<file path="config.mk">
export PLATFORM = sky130hd
export DESIGN_NAME = frame_time_window_stats_flat
export DESIGN_NICKNAME = d
export VERILOG_FILES = /design/src/sv/ftws_pkg.sv /design/src/sv/ftws_if.sv /design/src/sv/ftws_front.sv /design/src/sv/ftws_fifo.sv /design/src/sv/ftws_div.sv /design/src/sv/ftws_back.sv /design/src/sv/frame_time_window_stats.sv /design/src/flat_wrapper.sv
export VERILOG_INCLUDE_DIRS = /design/src /design/src/sv
export SDC_FILE = /design/constraint.sdc
export NUM_CORES = 2
export LEC_CHECK = 0
export ABC_CLOCK_PERIOD_IN_PS = 7400
export BUFFER_PORTS_ARGS = -buffer_cell sky130_fd_sc_hd__buf_2
export CAP_MARGIN = 40
export CORE_UTILIZATION = 35
export DETAILED_ROUTE_END_ITERATION = 10
export GPL_TIMING_DRIVEN = 0
export SYNTH_ARGS = -nofsm -noshare
export SYNTH_HDL_FRONTEND = slang
export SYNTH_SLANG_ARGS = --single-unit
</file>
<file path="constraint.sdc">
create_clock -name clk_i -period 7.4 [get_ports clk_i]
set_input_delay 0.74 -clock clk_i [delete_from_list [all_inputs] [get_ports clk_i]]
set_output_delay 0.74 -clock clk_i [all_outputs]
set_load 0.05 [all_outputs]
</file>
<file path="src/sv/assert_macros.svh">
// Assertion macros shared by the frame time statistics RTL.
`ifndef ASSERT_MACROS_SVH
`define ASSERT_MACROS_SVH

// Property checked at every clock edge outside reset.
`define FTWS_ASSERT(lbl, prop, msg) \
  lbl: assert property (@(posedge clk_i) disable iff (!rst_ni) (prop)) \
    else $error(msg);

// Consequent checked in the cycle after the antecedent, outside reset.
`define FTWS_ASSERT_NEXT(lbl, ante, cons, msg) \
  lbl: assert property (@(posedge clk_i) disable iff (!rst_ni) (ante) |=> (cons)) \
    else $error(msg);

`endif

</file>
<file path="src/sv/ftws_pkg.sv">
// Shared widths, constants and types of the frame time statistics block.
`default_nettype none

package ftws_pkg;

  localparam int unsigned DATA_W            = 20;
  localparam int unsigned RATE_W            = 27;
  localparam int unsigned ACC_W             = 21;
  localparam int unsigned HISTORY_DEPTH_DEF = 128;
  localparam int unsigned QUEUE_DEPTH       = 4;
  localparam int unsigned QPTR_W            = $clog2(QUEUE_DEPTH);

  localparam logic [DATA_W-1:0] UPDATE_INTERVAL_RST = DATA_W'(500000);
  localparam logic [RATE_W-1:0] RATE_NUM            = RATE_W'(100000000);

  // One classified frame handed from the front end to the back end.
  typedef struct packed {
    logic [DATA_W-1:0] sample;
    logic              emit;
  } cmd_t;

endpackage

`default_nettype wire

</file>
<file path="src/sv/ftws_if.sv">
// Valid/ready channel interfaces for frames, statistics and configuration.
`default_nettype none

interface ftws_in_if;
  import ftws_pkg::*;
  logic              valid;
  logic              ready;
  logic [DATA_W-1:0] frame_time_us;
  modport source (output valid, output frame_time_us, input ready);
  modport sink (input valid, input frame_time_us, output ready);
endinterface

interface ftws_out_if;
  import ftws_pkg::*;
  logic              valid;
  logic              ready;
  logic [DATA_W-1:0] mean_us;
  logic [DATA_W-1:0] min_us;
  logic [DATA_W-1:0] max_us;
  logic [RATE_W-1:0] rate_centi_fps;
  modport source (output valid, output mean_us, output min_us, output max_us,
                  output rate_centi_fps, input ready);
  modport sink (input valid, input mean_us, input min_us, input max_us,
                input rate_centi_fps, output ready);
endinterface

interface ftws_cfg_if;
  import ftws_pkg::*;
  logic              valid;
  logic              ready;
  logic [DATA_W-1:0] update_interval_us;
  modport source (output valid, output update_interval_us, input ready);
  modport sink (input valid, input update_interval_us, output ready);
endinterface

`default_nettype wire

</file>
<file path="src/sv/ftws_front.sv">
// Front end: takes frames, runs the interval accumulator and tags update frames.
`default_nettype none

module ftws_front (
  input  logic            clk_i,
  input  logic            rst_ni,
  ftws_in_if.sink         in_i,
  ftws_cfg_if.sink        cfg_i,
  output logic            push_valid_o,
  input  logic            push_ready_i,
  output ftws_pkg::cmd_t  push_cmd_o
);
  import ftws_pkg::*;

  logic [DATA_W-1:0] interval_q;
  logic [ACC_W-1:0]  acc_q, acc_d;
  logic [ACC_W-1:0]  acc_sum;
  logic              hit;
  logic              accept;

  assign cfg_i.ready = 1'b1;
  assign in_i.ready  = push_ready_i;
  assign accept      = in_i.valid && push_ready_i;

  // The frame that reaches the interval is part of the update it triggers.
  assign acc_sum = acc_q + ACC_W'(in_i.frame_time_us);
  assign hit     = acc_sum >= ACC_W'(interval_q);

  assign push_valid_o      = in_i.valid;
  assign push_cmd_o.sample = in_i.frame_time_us;
  assign push_cmd_o.emit   = hit;

  always_comb begin
    acc_d = acc_q;
    if (accept) begin
      acc_d = hit ? '0 : acc_sum;
    end
  end

  always_ff @(posedge clk_i or negedge rst_ni) begin
    if (!rst_ni) begin
      interval_q <= UPDATE_INTERVAL_RST;
      acc_q      <= '0;
    end else begin
      acc_q <= acc_d;
      if (cfg_i.valid) begin
        interval_q <= cfg_i.update_interval_us;
      end
    end
  end

endmodule

`default_nettype wire

</file>
<file path="src/sv/ftws_fifo.sv">
// Small command queue between the front end and the back end.
`default_nettype none
`include "assert_macros.svh"

module ftws_fifo (
  input  logic           clk_i,
  input  logic           rst_ni,
  input  logic           push_valid_i,
  output logic           push_ready_o,
  input  ftws_pkg::cmd_t push_cmd_i,
  output logic           pop_valid_o,
  input  logic           pop_ready_i,
  output ftws_pkg::cmd_t pop_cmd_o
);
  import ftws_pkg::*;

  cmd_t              entries_q [QUEUE_DEPTH];
  logic [QPTR_W-1:0] wr_ptr_q, wr_ptr_d;
  logic [QPTR_W-1:0] rd_ptr_q, rd_ptr_d;
  logic [QPTR_W:0]   cnt_q, cnt_d;
  logic              push, pop;

  assign push_ready_o = cnt_q != (QPTR_W + 1)'(QUEUE_DEPTH);
  assign pop_valid_o  = cnt_q != '0;
  assign pop_cmd_o    = entries_q[rd_ptr_q];
  assign push         = push_valid_i && push_ready_o;
  assign pop          = pop_valid_o && pop_ready_i;

  always_comb begin
    wr_ptr_d = push ? wr_ptr_q + 1'b1 : wr_ptr_q;
    rd_ptr_d = pop ? rd_ptr_q + 1'b1 : rd_ptr_q;
    cnt_d    = cnt_q;
    if (push && !pop) begin
      cnt_d = cnt_q + 1'b1;
    end else if (pop && !push) begin
      cnt_d = cnt_q - 1'b1;
    end
  end

  always_ff @(posedge clk_i or negedge rst_ni) begin
    if (!rst_ni) begin
      wr_ptr_q <= '0;
      rd_ptr_q <= '0;
      cnt_q    <= '0;
    end else begin
      wr_ptr_q <= wr_ptr_d;
      rd_ptr_q <= rd_ptr_d;
      cnt_q    <= cnt_d;
    end
  end

  always_ff @(posedge clk_i) begin
    if (push) begin
      entries_q[wr_ptr_q] <= push_cmd_i;
    end
  end

  `FTWS_ASSERT(a_cnt_bound, cnt_q <= (QPTR_W + 1)'(QUEUE_DEPTH), "queue count beyond depth")
  `FTWS_ASSERT(a_ptr_match, (cnt_q == '0 || cnt_q == (QPTR_W + 1)'(QUEUE_DEPTH)) |-> wr_ptr_q == rd_ptr_q, "queue pointers disagree with count")
  `FTWS_ASSERT_NEXT(a_cnt_inc, push && !pop, cnt_q == $past(cnt_q) + 1'b1, "queue count missed a push")

endmodule

`default_nettype wire

</file>
<file path="src/sv/ftws_div.sv">
// Restoring divider that retires one quotient bit per cycle.
`default_nettype none

module ftws_div #(
  parameter int unsigned N_W = ftws_pkg::RATE_W,
  parameter int unsigned D_W = ftws_pkg::DATA_W
) (
  input  logic           clk_i,
  input  logic           rst_ni,
  input  logic           start_i,
  input  logic [N_W-1:0] dividend_i,
  input  logic [D_W-1:0] divisor_i,
  output logic           done_o,
  output logic [N_W-1:0] quot_o
);
  import ftws_pkg::*;

  localparam int unsigned CW = $clog2(N_W + 1);

  logic           busy_q, busy_d;
  logic           done_q, done_d;
  logic [CW-1:0]  cnt_q, cnt_d;
  logic [D_W-1:0] rem_q, rem_d;
  logic [D_W-1:0] dvs_q, dvs_d;
  logic [N_W-1:0] quot_q, quot_d;
  logic [D_W:0]   trial;
  logic           ge;

  // The partial remainder stays below the divisor, so D_W+1 bits hold the trial.
  assign trial = {rem_q, quot_q[N_W-1]} - {1'b0, dvs_q};
  assign ge    = !trial[D_W];

  always_comb begin
    busy_d = busy_q;
    done_d = 1'b0;
    cnt_d  = cnt_q;
    rem_d  = rem_q;
    dvs_d  = dvs_q;
    quot_d = quot_q;
    if (start_i) begin
      busy_d = 1'b1;
      cnt_d  = CW'(N_W);
      rem_d  = '0;
      dvs_d  = divisor_i;
      quot_d = dividend_i;
    end else if (busy_q) begin
      rem_d  = ge ? trial[D_W-1:0] : {rem_q[D_W-2:0], quot_q[N_W-1]};
      quot_d = {quot_q[N_W-2:0], ge};
      cnt_d  = cnt_q - 1'b1;
      if (cnt_q == CW'(1)) begin
        busy_d = 1'b0;
        done_d = 1'b1;
      end
    end
  end

  always_ff @(posedge clk_i or negedge rst_ni) begin
    if (!rst_ni) begin
      busy_q <= 1'b0;
      done_q <= 1'b0;
      cnt_q  <= '0;
      rem_q  <= '0;
      dvs_q  <= '0;
      quot_q <= '0;
    end else begin
      busy_q <= busy_d;
      done_q <= done_d;
      cnt_q  <= cnt_d;
      rem_q  <= rem_d;
      dvs_q  <= dvs_d;
      quot_q <= quot_d;
    end
  end

  assign done_o = done_q;
  assign quot_o = quot_q;

endmodule

`default_nettype wire

</file>
<file path="src/sv/ftws_back.sv">
// Back end: history ring, window walk for sum/min/max, and the mean and (for a nonzero mean) rate divisions.
`default_nettype none
`include "assert_macros.svh"

module ftws_back #(
  parameter int unsigned HISTORY_DEPTH = ftws_pkg::HISTORY_DEPTH_DEF
) (
  input  logic           clk_i,
  input  logic           rst_ni,
  input  logic           cmd_valid_i,
  output logic           cmd_ready_o,
  input  ftws_pkg::cmd_t cmd_i,
  ftws_out_if.source     out_o
);
  import ftws_pkg::*;

  localparam int unsigned PTR_W   = $clog2(HISTORY_DEPTH);
  localparam int unsigned CNT_W   = $clog2(HISTORY_DEPTH + 1);
  localparam int unsigned SUM_W   = DATA_W + CNT_W;
  localparam int unsigned DIV_N_W = (SUM_W > RATE_W) ? SUM_W : RATE_W;
  localparam int unsigned DIV_D_W = (CNT_W > DATA_W) ? CNT_W : DATA_W;
  localparam logic [PTR_W-1:0] LAST_PTR = PTR_W'(HISTORY_DEPTH - 1);
  localparam logic [CNT_W-1:0] FULL_CNT = CNT_W'(HISTORY_DEPTH);

  typedef enum logic [2:0] {
    ST_IDLE,
    ST_WALK,
    ST_MEAN_GO,
    ST_MEAN_WAIT,
    ST_RATE_GO,
    ST_RATE_WAIT,
    ST_OUT
  } state_e;

  state_e            state_q, state_d;
  logic [PTR_W-1:0]  wp_q, wp_d;
  logic [CNT_W-1:0]  vcnt_q, vcnt_d;
  logic [CNT_W-1:0]  vcnt_inc;
  logic [CNT_W-1:0]  n_q, n_d;
  logic [CNT_W-1:0]  rd_idx_q, rd_idx_d;
  logic              rd_vld_q, rd_vld_d;
  logic              first_q, first_d;
  logic [SUM_W-1:0]  sum_q, sum_d;
  logic [DATA_W-1:0] lo_q, lo_d;
  logic [DATA_W-1:0] hi_q, hi_d;
  logic [DATA_W-1:0] mean_q, mean_d;
  logic [RATE_W-1:0] rate_q, rate_d;
  logic              out_vld_q, out_vld_d;

  logic [DATA_W-1:0] hist_q [HISTORY_DEPTH];
  logic [DATA_W-1:0] rd_data_q;
  logic [PTR_W-1:0]  rd_addr;
  logic              wr_en, rd_en;

  logic               div_start, div_done;
  logic [DIV_N_W-1:0] div_dividend, div_quot;
  logic [DIV_D_W-1:0] div_divisor;

  ftws_div #(
    .N_W(DIV_N_W),
    .D_W(DIV_D_W)
  ) u_div (
    .clk_i     (clk_i),
    .rst_ni    (rst_ni),
    .start_i   (div_start),
    .dividend_i(div_dividend),
    .divisor_i (div_divisor),
    .done_o    (div_done),
    .quot_o    (div_quot)
  );

  assign cmd_ready_o = state_q == ST_IDLE;
  assign rd_addr     = rd_idx_q[PTR_W-1:0];
  assign vcnt_inc    = (vcnt_q == FULL_CNT) ? vcnt_q : vcnt_q + 1'b1;

  always_comb begin
    state_d      = state_q;
    wp_d         = wp_q;
    vcnt_d       = vcnt_q;
    n_d          = n_q;
    rd_idx_d     = rd_idx_q;
    rd_vld_d     = rd_vld_q;
    first_d      = first_q;
    sum_d        = sum_q;
    lo_d         = lo_q;
    hi_d         = hi_q;
    mean_d       = mean_q;
    rate_d       = rate_q;
    out_vld_d    = out_vld_q;
    wr_en        = 1'b0;
    rd_en        = 1'b0;
    div_start    = 1'b0;
    div_dividend = '0;
    div_divisor  = '0;
    case (state_q)
      ST_IDLE: begin
        if (cmd_valid_i) begin
          wr_en  = 1'b1;
          wp_d   = (wp_q == LAST_PTR) ? '0 : wp_q + 1'b1;
          vcnt_d = vcnt_inc;
          if (cmd_i.emit) begin
            n_d      = vcnt_inc;
            rd_idx_d = '0;
            rd_vld_d = 1'b0;
            first_d  = 1'b1;
            sum_d    = '0;
            state_d  = ST_WALK;
          end
        end
      end
      ST_WALK: begin
        // Reads are issued one per cycle; the data lands in the cycle after each read.
        rd_vld_d = 1'b0;
        if (rd_idx_q != n_q) begin
          rd_en    = 1'b1;
          rd_vld_d = 1'b1;
          rd_idx_d = rd_idx_q + 1'b1;
        end
        if (rd_vld_q) begin
          first_d = 1'b0;
          sum_d   = sum_q + SUM_W'(rd_data_q);
          lo_d    = (first_q || rd_data_q < lo_q) ? rd_data_q : lo_q;
          hi_d    = (first_q || rd_data_q > hi_q) ? rd_data_q : hi_q;
          if (rd_idx_q == n_q) begin
            state_d = ST_MEAN_GO;
          end
        end
      end
      ST_MEAN_GO: begin
        div_start    = 1'b1;
        div_dividend = DIV_N_W'(sum_q);
        div_divisor  = DIV_D_W'(n_q);
        state_d      = ST_MEAN_WAIT;
      end
      ST_MEAN_WAIT: begin
        if (div_done) begin
          mean_d = div_quot[DATA_W-1:0];
          if (div_quot[DATA_W-1:0] == '0) begin
            rate_d    = '0;
            out_vld_d = 1'b1;
            state_d   = ST_OUT;
          end else begin
            state_d = ST_RATE_GO;
          end
        end
      end
      ST_RATE_GO: begin
        div_start    = 1'b1;
        div_dividend = DIV_N_W'(RATE_NUM);
        div_divisor  = DIV_D_W'(mean_q);
        state_d      = ST_RATE_WAIT;
      end
      ST_RATE_WAIT: begin
        if (div_done) begin
          rate_d    = div_quot[RATE_W-1:0];
          out_vld_d = 1'b1;
          state_d   = ST_OUT;
        end
      end
      ST_OUT: begin
        if (out_o.ready) begin
          out_vld_d = 1'b0;
          state_d   = ST_IDLE;
        end
      end
      default: begin
        state_d = ST_IDLE;
      end
    endcase
  end

  always_ff @(posedge clk_i or negedge rst_ni) begin
    if (!rst_ni) begin
      state_q   <= ST_IDLE;
      wp_q      <= '0;
      vcnt_q    <= '0;
      n_q       <= '0;
      rd_idx_q  <= '0;
      rd_vld_q  <= 1'b0;
      first_q   <= 1'b0;
      sum_q     <= '0;
      lo_q      <= '0;
      hi_q      <= '0;
      mean_q    <= '0;
      rate_q    <= '0;
      out_vld_q <= 1'b0;
    end else begin
      state_q   <= state_d;
      wp_q      <= wp_d;
      vcnt_q    <= vcnt_d;
      n_q       <= n_d;
      rd_idx_q  <= rd_idx_d;
      rd_vld_q  <= rd_vld_d;
      first_q   <= first_d;
      sum_q     <= sum_d;
      lo_q      <= lo_d;
      hi_q      <= hi_d;
      mean_q    <= mean_d;
      rate_q    <= rate_d;
      out_vld_q <= out_vld_d;
    end
  end

  always_ff @(posedge clk_i) begin
    if (wr_en) begin
      hist_q[wp_q] <= cmd_i.sample;
    end
    if (rd_en) begin
      rd_data_q <= hist_q[rd_addr];
    end
  end

  assign out_o.valid          = out_vld_q;
  assign out_o.mean_us        = mean_q;
  assign out_o.min_us         = lo_q;
  assign out_o.max_us         = hi_q;
  assign out_o.rate_centi_fps = rate_q;

  `FTWS_ASSERT(a_vcnt_bound, vcnt_q <= FULL_CNT, "valid count beyond history depth")
  `FTWS_ASSERT(a_walk_bound, state_q == ST_WALK |-> rd_idx_q <= n_q, "history walk ran past the valid count")
  `FTWS_ASSERT_NEXT(a_walk_nonempty, state_q == ST_IDLE && cmd_valid_i && cmd_i.emit, n_q != '0, "update started with an empty window")

endmodule

`default_nettype wire

</file>
<file path="src/sv/frame_time_window_stats.sv">
// Top level of the frame time window statistics block.
`default_nettype none

// Frame time statistics over the last HISTORY_DEPTH frames. Each item on in_i
// is one frame time in microseconds; once the frame times summed since the
// last update reach update_interval_us, one item leaves on out_o with the
// truncated mean, the minimum, the maximum and the frame rate in hundredths
// of a frame per second, the triggering frame included. Frames enter a
// four-entry queue and are retired one per cycle when no update is pending.
// An update frame occupies the back end while the window of stored frames (up
// to HISTORY_DEPTH of them) is read through one memory read port one entry
// per cycle and then while the mean and, unless the mean is zero, the rate
// come out of the shared bit-serial divider one bit per cycle; the divider is
// W bits wide (28 at the default depth). The configuration register is
// written through cfg_i, which is always ready.
module frame_time_window_stats #(
  parameter int unsigned HISTORY_DEPTH = ftws_pkg::HISTORY_DEPTH_DEF
) (
  input  logic       clk_i,
  input  logic       rst_ni,
  ftws_in_if.sink    in_i,
  ftws_cfg_if.sink   cfg_i,
  ftws_out_if.source out_o
);
  import ftws_pkg::*;

  logic push_valid, push_ready;
  logic pop_valid, pop_ready;
  cmd_t push_cmd, pop_cmd;

  ftws_front u_front (
    .clk_i       (clk_i),
    .rst_ni      (rst_ni),
    .in_i        (in_i),
    .cfg_i       (cfg_i),
    .push_valid_o(push_valid),
    .push_ready_i(push_ready),
    .push_cmd_o  (push_cmd)
  );

  ftws_fifo u_fifo (
    .clk_i       (clk_i),
    .rst_ni      (rst_ni),
    .push_valid_i(push_valid),
    .push_ready_o(push_ready),
    .push_cmd_i  (push_cmd),
    .pop_valid_o (pop_valid),
    .pop_ready_i (pop_ready),
    .pop_cmd_o   (pop_cmd)
  );

  ftws_back #(
    .HISTORY_DEPTH(HISTORY_DEPTH)
  ) u_back (
    .clk_i      (clk_i),
    .rst_ni     (rst_ni),
    .cmd_valid_i(pop_valid),
    .cmd_ready_o(pop_ready),
    .cmd_i      (pop_cmd),
    .out_o      (out_o)
  );

endmodule

`default_nettype wire

</file>
<file path="src/flat_wrapper.sv">
// flat-port wrapper written by rule: the top's interface ports become plain ports
module frame_time_window_stats_flat import ftws_pkg::*;
#(
  parameter int unsigned HISTORY_DEPTH = ftws_pkg::HISTORY_DEPTH_DEF
)
  (clk_i, rst_ni, in_i_valid, in_i_frame_time_us, in_i_ready, cfg_i_valid, cfg_i_update_interval_us, cfg_i_ready, out_o_valid, out_o_mean_us, out_o_min_us, out_o_max_us, out_o_rate_centi_fps, out_o_ready);
  ftws_in_if in_i_i ();
  ftws_cfg_if cfg_i_i ();
  ftws_out_if out_o_i ();
  input  logic clk_i;
  input  logic rst_ni;
  input wire logic [$bits(in_i_i.valid)-1:0] in_i_valid;
  input wire logic [$bits(in_i_i.frame_time_us)-1:0] in_i_frame_time_us;
  output wire logic [$bits(in_i_i.ready)-1:0] in_i_ready;
  input wire logic [$bits(cfg_i_i.valid)-1:0] cfg_i_valid;
  input wire logic [$bits(cfg_i_i.update_interval_us)-1:0] cfg_i_update_interval_us;
  output wire logic [$bits(cfg_i_i.ready)-1:0] cfg_i_ready;
  output wire logic [$bits(out_o_i.valid)-1:0] out_o_valid;
  output wire logic [$bits(out_o_i.mean_us)-1:0] out_o_mean_us;
  output wire logic [$bits(out_o_i.min_us)-1:0] out_o_min_us;
  output wire logic [$bits(out_o_i.max_us)-1:0] out_o_max_us;
  output wire logic [$bits(out_o_i.rate_centi_fps)-1:0] out_o_rate_centi_fps;
  input wire logic [$bits(out_o_i.ready)-1:0] out_o_ready;
  assign in_i_i.valid = in_i_valid;
  assign in_i_i.frame_time_us = in_i_frame_time_us;
  assign in_i_ready = in_i_i.ready;
  assign cfg_i_i.valid = cfg_i_valid;
  assign cfg_i_i.update_interval_us = cfg_i_update_interval_us;
  assign cfg_i_ready = cfg_i_i.ready;
  assign out_o_valid = out_o_i.valid;
  assign out_o_mean_us = out_o_i.mean_us;
  assign out_o_min_us = out_o_i.min_us;
  assign out_o_max_us = out_o_i.max_us;
  assign out_o_rate_centi_fps = out_o_i.rate_centi_fps;
  assign out_o_i.ready = out_o_ready;
  frame_time_window_stats #(.HISTORY_DEPTH(HISTORY_DEPTH)) u_core (.clk_i(clk_i), .rst_ni(rst_ni), .in_i(in_i_i), .cfg_i(cfg_i_i), .out_o(out_o_i));
endmodule
</file>
# [After elaboration in Yosys (flattened, before gate mapping)]
# Memory sizes are Yosys's and may differ from the RTL's. A register that Yosys moved wholly into a read port is not among the register bits.
# Cells that the tools add are included.
[totals] register_bits=275 mem_bits_rw=2644 input_bits=45 elab_cells=152 mem_count=2
[memory_table] memory="u_core.u_back.hist_q" words=128 width=20 rd=1 rd_ports_with_merged_regs=1 wr=1 line_no="ftws_back.sv:50" text="logic [DATA_W-1:0] hist_q [HISTORY_DEPTH];"
[memory_table] memory="u_core.u_fifo.entries_q" words=4 width=21 rd=1 rd_ports_with_merged_regs=0 wr=1 line_no="ftws_fifo.sv:17" text="cmd_t entries_q [QUEUE_DEPTH];"
[classes] n_addsub=11 order_cmp=3 eq_ne=21 mux=62 reduce_logical=29
[ops] operator="$mux W28" count=5
[ops] operator="$pmux W28 S2" count=2
[ops] operator="$mux W27" count=3
[ops] operator="$mux W20" count=3
[ops] operator="$pmux W27 S2" count=1
[ops] operator="$pmux W20 S2" count=1
[ops] operator="$mux W8" count=4
[ops] operator="$add A28 B20 Y28" count=1
[ops] operator="$mux W3" count=9
[ops] operator="$mux W1" count=24
[ops] operator="$add A21 B20 Y21" count=1
[ops] operator="$ge A21 B20 Y1" count=1
[ops] operator="$mux W21" count=1
[ops] operator="$pmux W3 S7" count=1
[ops] operator="$sub A21 B20 Y21" count=1
[ops] operator="$gt A20 B20 Y1" count=1
[ops] operator="$logic_not A20 Y1" count=1
[ops] operator="$lt A20 B20 Y1" count=1
[ops] operator="$add A8 B1 Y8 const B" count=2
[ops] operator="$pmux W8 S2" count=1
[ops] operator="$ne A2 B2 Y1 const B" count=6
[ops] operator="$reduce_and A3 Y1" count=4
[ops] operator="$reduce_and A4 Y1" count=3
[ops] operator="$mux W5" count=2
[ops] operator="29 further kinds" count=47

# [Logic depth before layout (Yosys ltp)]
[depth] word_depth=6 ltp_mapped=22 mapped_depth_nobuf=21

# [Cells and area by module]
# From an unflattened synthesis, not the netlist that was laid out.
[hier_totals] cells_unflattened=6122 area_unflattened_um2=118940.3
[modules_own_cells] mod="ftws_back" instances=1 cells_each=5128 area_each_um2=107838.4
[modules_own_cells] mod="ftws_div" instances=1 cells_each=480 area_each_um2=4444.3
[modules_own_cells] mod="ftws_fifo" instances=1 cells_each=145 area_each_um2=3474.6
[modules_own_cells] mod="ftws_front" instances=1 cells_each=369 area_each_um2=3183.1

# [Least setup slack after synthesis]
# No wires, ideal clock.
[synth_path] path_kind="input -> register" from="input port in_i_frame_time_us[0]" to="memory u_core.u_fifo.entries_q[0][0] in the netlist's numbering, data pin" arrival_time_ns=4.279 slack_ns=2.853 stages=19 path_cell_list="ha_1 -> inv_1 -> fa_1 -> nor2b_1 -> o31a_1 -> o221ai_1 -> o31ai_1 -> a41oi_1 -> nand2b_1 -> a21o_1 -> xnor2_1 -> inv_1 -> ha_1 -> a2111oi_0 -> nand2_1 -> a2111oi_0 -> o2bb2ai_1 -> o21ai_0 -> buf_2"
[synth_via] elab_chain_len=2
[synth_rtl] item="start: declaration" line_no="flat_wrapper.sv:13" text="input wire logic [$bits(in_i_i.frame_time_us)-1:0] in_i_frame_time_us;"
[synth_rtl] item="$add A21 B20 Y21" line_no="ftws_front.sv:26" text="assign acc_sum = acc_q + ACC_W'(in_i.frame_time_us);"
[synth_rtl] item="$ge A21 B20 Y1" line_no="ftws_front.sv:27" text="assign hit = acc_sum >= ACC_W'(interval_q);"
[synth_rtl] item="via u_core.u_front.hit" line_no="ftws_front.sv:18" text="logic hit;"
[synth_rtl] item="end: declaration" line_no="ftws_fifo.sv:17"
# The timed path passes the listed nets, and every way through them passes these cells.

# [Worst setup path after layout]
[layout_path] from="register u_core.u_back.state_q[2]" to="memory u_core.u_back.hist_q[70][7] (enable)"
[layout_via] elab_chain_len=4
[layout_rtl] item="start: declaration" line_no="ftws_back.sv:35" text="state_e state_q, state_d;"
[layout_rtl] item="start signal: assignment" line_no="ftws_back.sv:188" text="state_q <= state_d;"
[layout_rtl] item="$logic_not A3 Y1" line_no="ftws_back.sv:95" text="case (state_q)"
[layout_rtl] item="$mux W1" line_no="ftws_back.sv:95"
[layout_rtl] item="$mux W1" line_no="ftws_back.sv:205" text="if (wr_en) begin"
[layout_rtl] item="$mux W1 (not written as such)" line_no="ftws_back.sv:206" text="hist_q[wp_q] <= cmd_i.sample;"
[layout_rtl] item="end: declaration" line_no="ftws_back.sv:50"
# Every way passes these cells.

==> metrics <==
Clock power frac=0.260; Finish-stage setup viols=0; Worst Path Arrival=6.15 ns; Synth Register Bits=2939; wire length per cell=27.6 um; DRT iter0 DRCs=6574; Critical R2R Capture=u_core.u_back.hist_q[70][7]; Post-DP Area=127000 um2; post-synth top area share=0.684; Synth area leader=edfxtp_1; Worst Setup SP=u_core.u_back.state_q[2]; clock buffer count from CTS=306; post-synthesis mux area share=0.174; post-synthesis sequential area ratio=0.742; Max Freq=0.178 GHz; Slew Limit Headroom=0.376; simple-gate share of the synthesized area=0.0244; Slew Limit Fails=0; PortBufs=132; Max H-tree Level=5; die span in y=580 um; layout cells sized above 1=0.293; die area=337000 um2; Ys Warns=0; initial core utilization=0.353; initial antenna violation count=25; Final Cycle Share=0.758; Worst-Margin Slew=0.936 ns; Synth Area in Compound Gates=0.0245; Total GRT Usage=0.177; r2r setup slk=1.79 ns; setup TNS=0 ns; PwrDens=425 nW/um2; vias per cell=5.40; worst reg2reg path depth=9; pin count of the biggest net entering global routing=127; Final WS setup=1.79 ns; Setup crit end kind=flop; I/O pins=135; worst hold path class=input port to flop; drt drc=0; Congestion Overflow GR=0; clock root cell=clkbuf_16; synth-to-layout area growth=17.2%; Post-Synth XOR/XNOR Area=0.00687; max_cap viols=0; routability congestion estimate=0.881; commonest non-fill, non-tap cell in the layout=edfxtp_1; Die Wd=580 um; vias in the first global route=59200; largest family of logic cells by synthesized area=multiplexers; Pleak=44.7 nW; number of synthesized flops with an enable pin=2664; Detail Route Antenna Nets=0; Critical Path Fanout Max=11; placed insts=10400; Pre-antenna DRT Iters=6; multi-input logic area=29000 um2; Crit path required time=7.94 ns; Int Power=38.2 mW; synthesized cell area=117000 um2; RSZ-0062 raised after global routing=no; CTS tree=yes; final wirelength=302000 um; Unique masters post-synth=68; total core area=332000 um2; Detail Placement HPWL=214000 um; final cell count without fillers=10900; VDD IR max=0.000364 V; # Post-CTS Setup Buffers=0; final non-filler cell area=137000 um2; clock-pin slew on the worst setup and hold paths=0.06 ns; register share of total power=0.387; wire length of the first global-routing pass=433000 um; P_sw=20.1 mW; Reg-to-Reg Start=u_core.u_back.state_q[2]; leading cell types in the layout, fill and taps excluded=edfxtp_1, mux4_2, clkbuf_16, dfrtp_1, nand2_1; Worst Skew=0.0478 ns; Synth Area in Adders=0.0146; CTS sink cnt=2939; via count=58900; final hold violations=0; Final #Nets=6479; Period minus WS final=5.61 ns; Filler cells=28800; status=finished clean; Skew-Pair Late Insertion Delay=0.87 ns; CP Launch Type=flop; worst setup path class=flop to flop; syn_area_per_cell=20.8 um2; power share of the combinational group=0.353; Rows=211; Clock Path Buffers=4; Post-Syn Instances=5628; Register Area=86900 um2; fraction of registers with async set/reset=0.0936; end of the critical path=u_core.u_back.hist_q[70][7]; switching share of power=0.344; synth top area cells=edfxtp_1, mux4_2, dfrtp_1; WHS=0.0877 ns; syn nets=5807; Setup WS pre-CTS=1.69 ns; ys flop type=edfxtp_1
## state kept, by name (all words and copies together), names as in the netlist, 2 cells and up
name and flops:
u_core.u_fifo.entries_q 84, u_core.u_back.vcnt_q 8, u_core.u_back.out_o.mean_us 20, u_core.u_back.out_o.rate_centi_fps 27, u_core.u_back.wp_q 7, u_core.u_back.rd_idx_q 8, u_core.u_back.rd_data_q 20, u_core.u_back.u_div.rem_q 20
u_core.u_back.sum_q 28, u_core.u_back.out_o.min_us 20, u_core.u_back.state_q 3, u_core.u_back.u_div.quot_o 28, u_core.u_fifo.wr_ptr_q 2, u_core.u_back.u_div.dvs_q 20, u_core.u_back.u_div.cnt_q 5, u_core.u_back.out_o.max_us 20
u_core.u_back.n_q 8, u_core.u_fifo.rd_ptr_q 2, u_core.u_front.interval_q 20, u_core.u_fifo.cnt_q 3, u_core.u_back.hist_q 2560, u_core.u_front.acc_q 21
## power by group through the flow
stage,logic [mW],registers (mW),clock network (mW)
2_1_floorplan,11.6,23.1,0
6_report,20.6,22.5,15.1
4_1_cts,20.7,22.5,15.4
3_3_place_gp,19.1,23.2,0
3_5_place_dp,20.7,22.9,0
5_1_grt,21.8,22.6,16.0
## cell usage after synthesis, types with 8 or more instances
cell,number
dfrtp_1,268
a211oi_1,12
o211ai_1,25
nand2_1,267
xnor2_1,52
ha_1,130
a21oi_1,99
edfxtp_1,2664
inv_1,111
a22oi_1,8
mux4_2,861
a31oi_1,11
o31ai_1,16
and3_1,15
buf_1,41
a22o_1,42
mux2_2,43
xor2_1,38
nor3_1,13
mux2i_1,44
nor4_1,8
a21o_1,32
nand2b_1,18
o21a_1,14
o21ai_0,144
nand4_1,12
nand3_1,52
nor2b_1,22
buf_2,57
clkbuf_1,176
nor2_1,242
## per-stage QoR
step | utilization | power, mW
2_1_floorplan | - | 34.7
3_3_place_gp | 0.371 | 42.3
3_5_place_dp | 0.384 | 43.5
4_1_cts | 0.414 | 58.6
5_1_grt | 0.414 | 60.4
6_report | 0.414 | 58.3
## kinds of logic after synthesis
logic type	count (synthesis)
compound gates	450
xor+xnor	91
fa+ha+maj	134
buf+inv	395
flops	2939
mux	948
other cells	1
simple gates	670
## worst min path at each step
stage                                      startpoint                            to  slack [ns]  cells past startpoint
after floorplan                                rst_ni         u_core.u_back.first_q        0.44                      0
after global placement       u_core.u_front.acc_q[19]      u_core.u_front.acc_q[19]        0.47                      2
after detailed placement     u_core.u_front.acc_q[10]      u_core.u_front.acc_q[10]        0.48                      2
after CTS                 cfg_i_update_interval_us[2]  u_core.u_front.interval_q[2]        0.03                      3
after global routing      cfg_i_update_interval_us[6]  u_core.u_front.interval_q[6]        0.07                      3
final                     cfg_i_update_interval_us[6]  u_core.u_front.interval_q[6]        0.09                      3
## worst max-delay path, stage by stage (launching register included)
cell and delay, ns:
dfrtp_1 0.36, clkbuf_1 0.18, or2_2 0.39, nor3_2 0.69, clkinv_1 0.79, nor2_1 0.51
nand3_1 0.62, clkbuf_2 0.68, nor2_2 0.78, buf_8 0.25
## metal layers
layer	vias to the layer above	track usage	share of wire
met2	2334	0.286	0.48
met4	10	0.0579	0.035
met1	31500	0.240	0.41
met3	456	0.0356	0.076
met5	-	0	0.00022
li1	24600	-	-
## layout make-up
class,count,share of cell area
sequential,2939,0.633
multi-input combinational,2294,0.211
clock buffer,357,0.0580
tap,4366,0.0398
timing repair buffer,364,0.0326
clock inverter,186,0.0132
buffer,282,0.00862
inverter,113,0.00309
antenna,9,0.000164
## repair_timing
item	4_1_cts	5_1_grt
hold endpoints to repair	39	0
hold buffers	1	0
resized for setup	0	0
(Power assumes the default switching activity.)
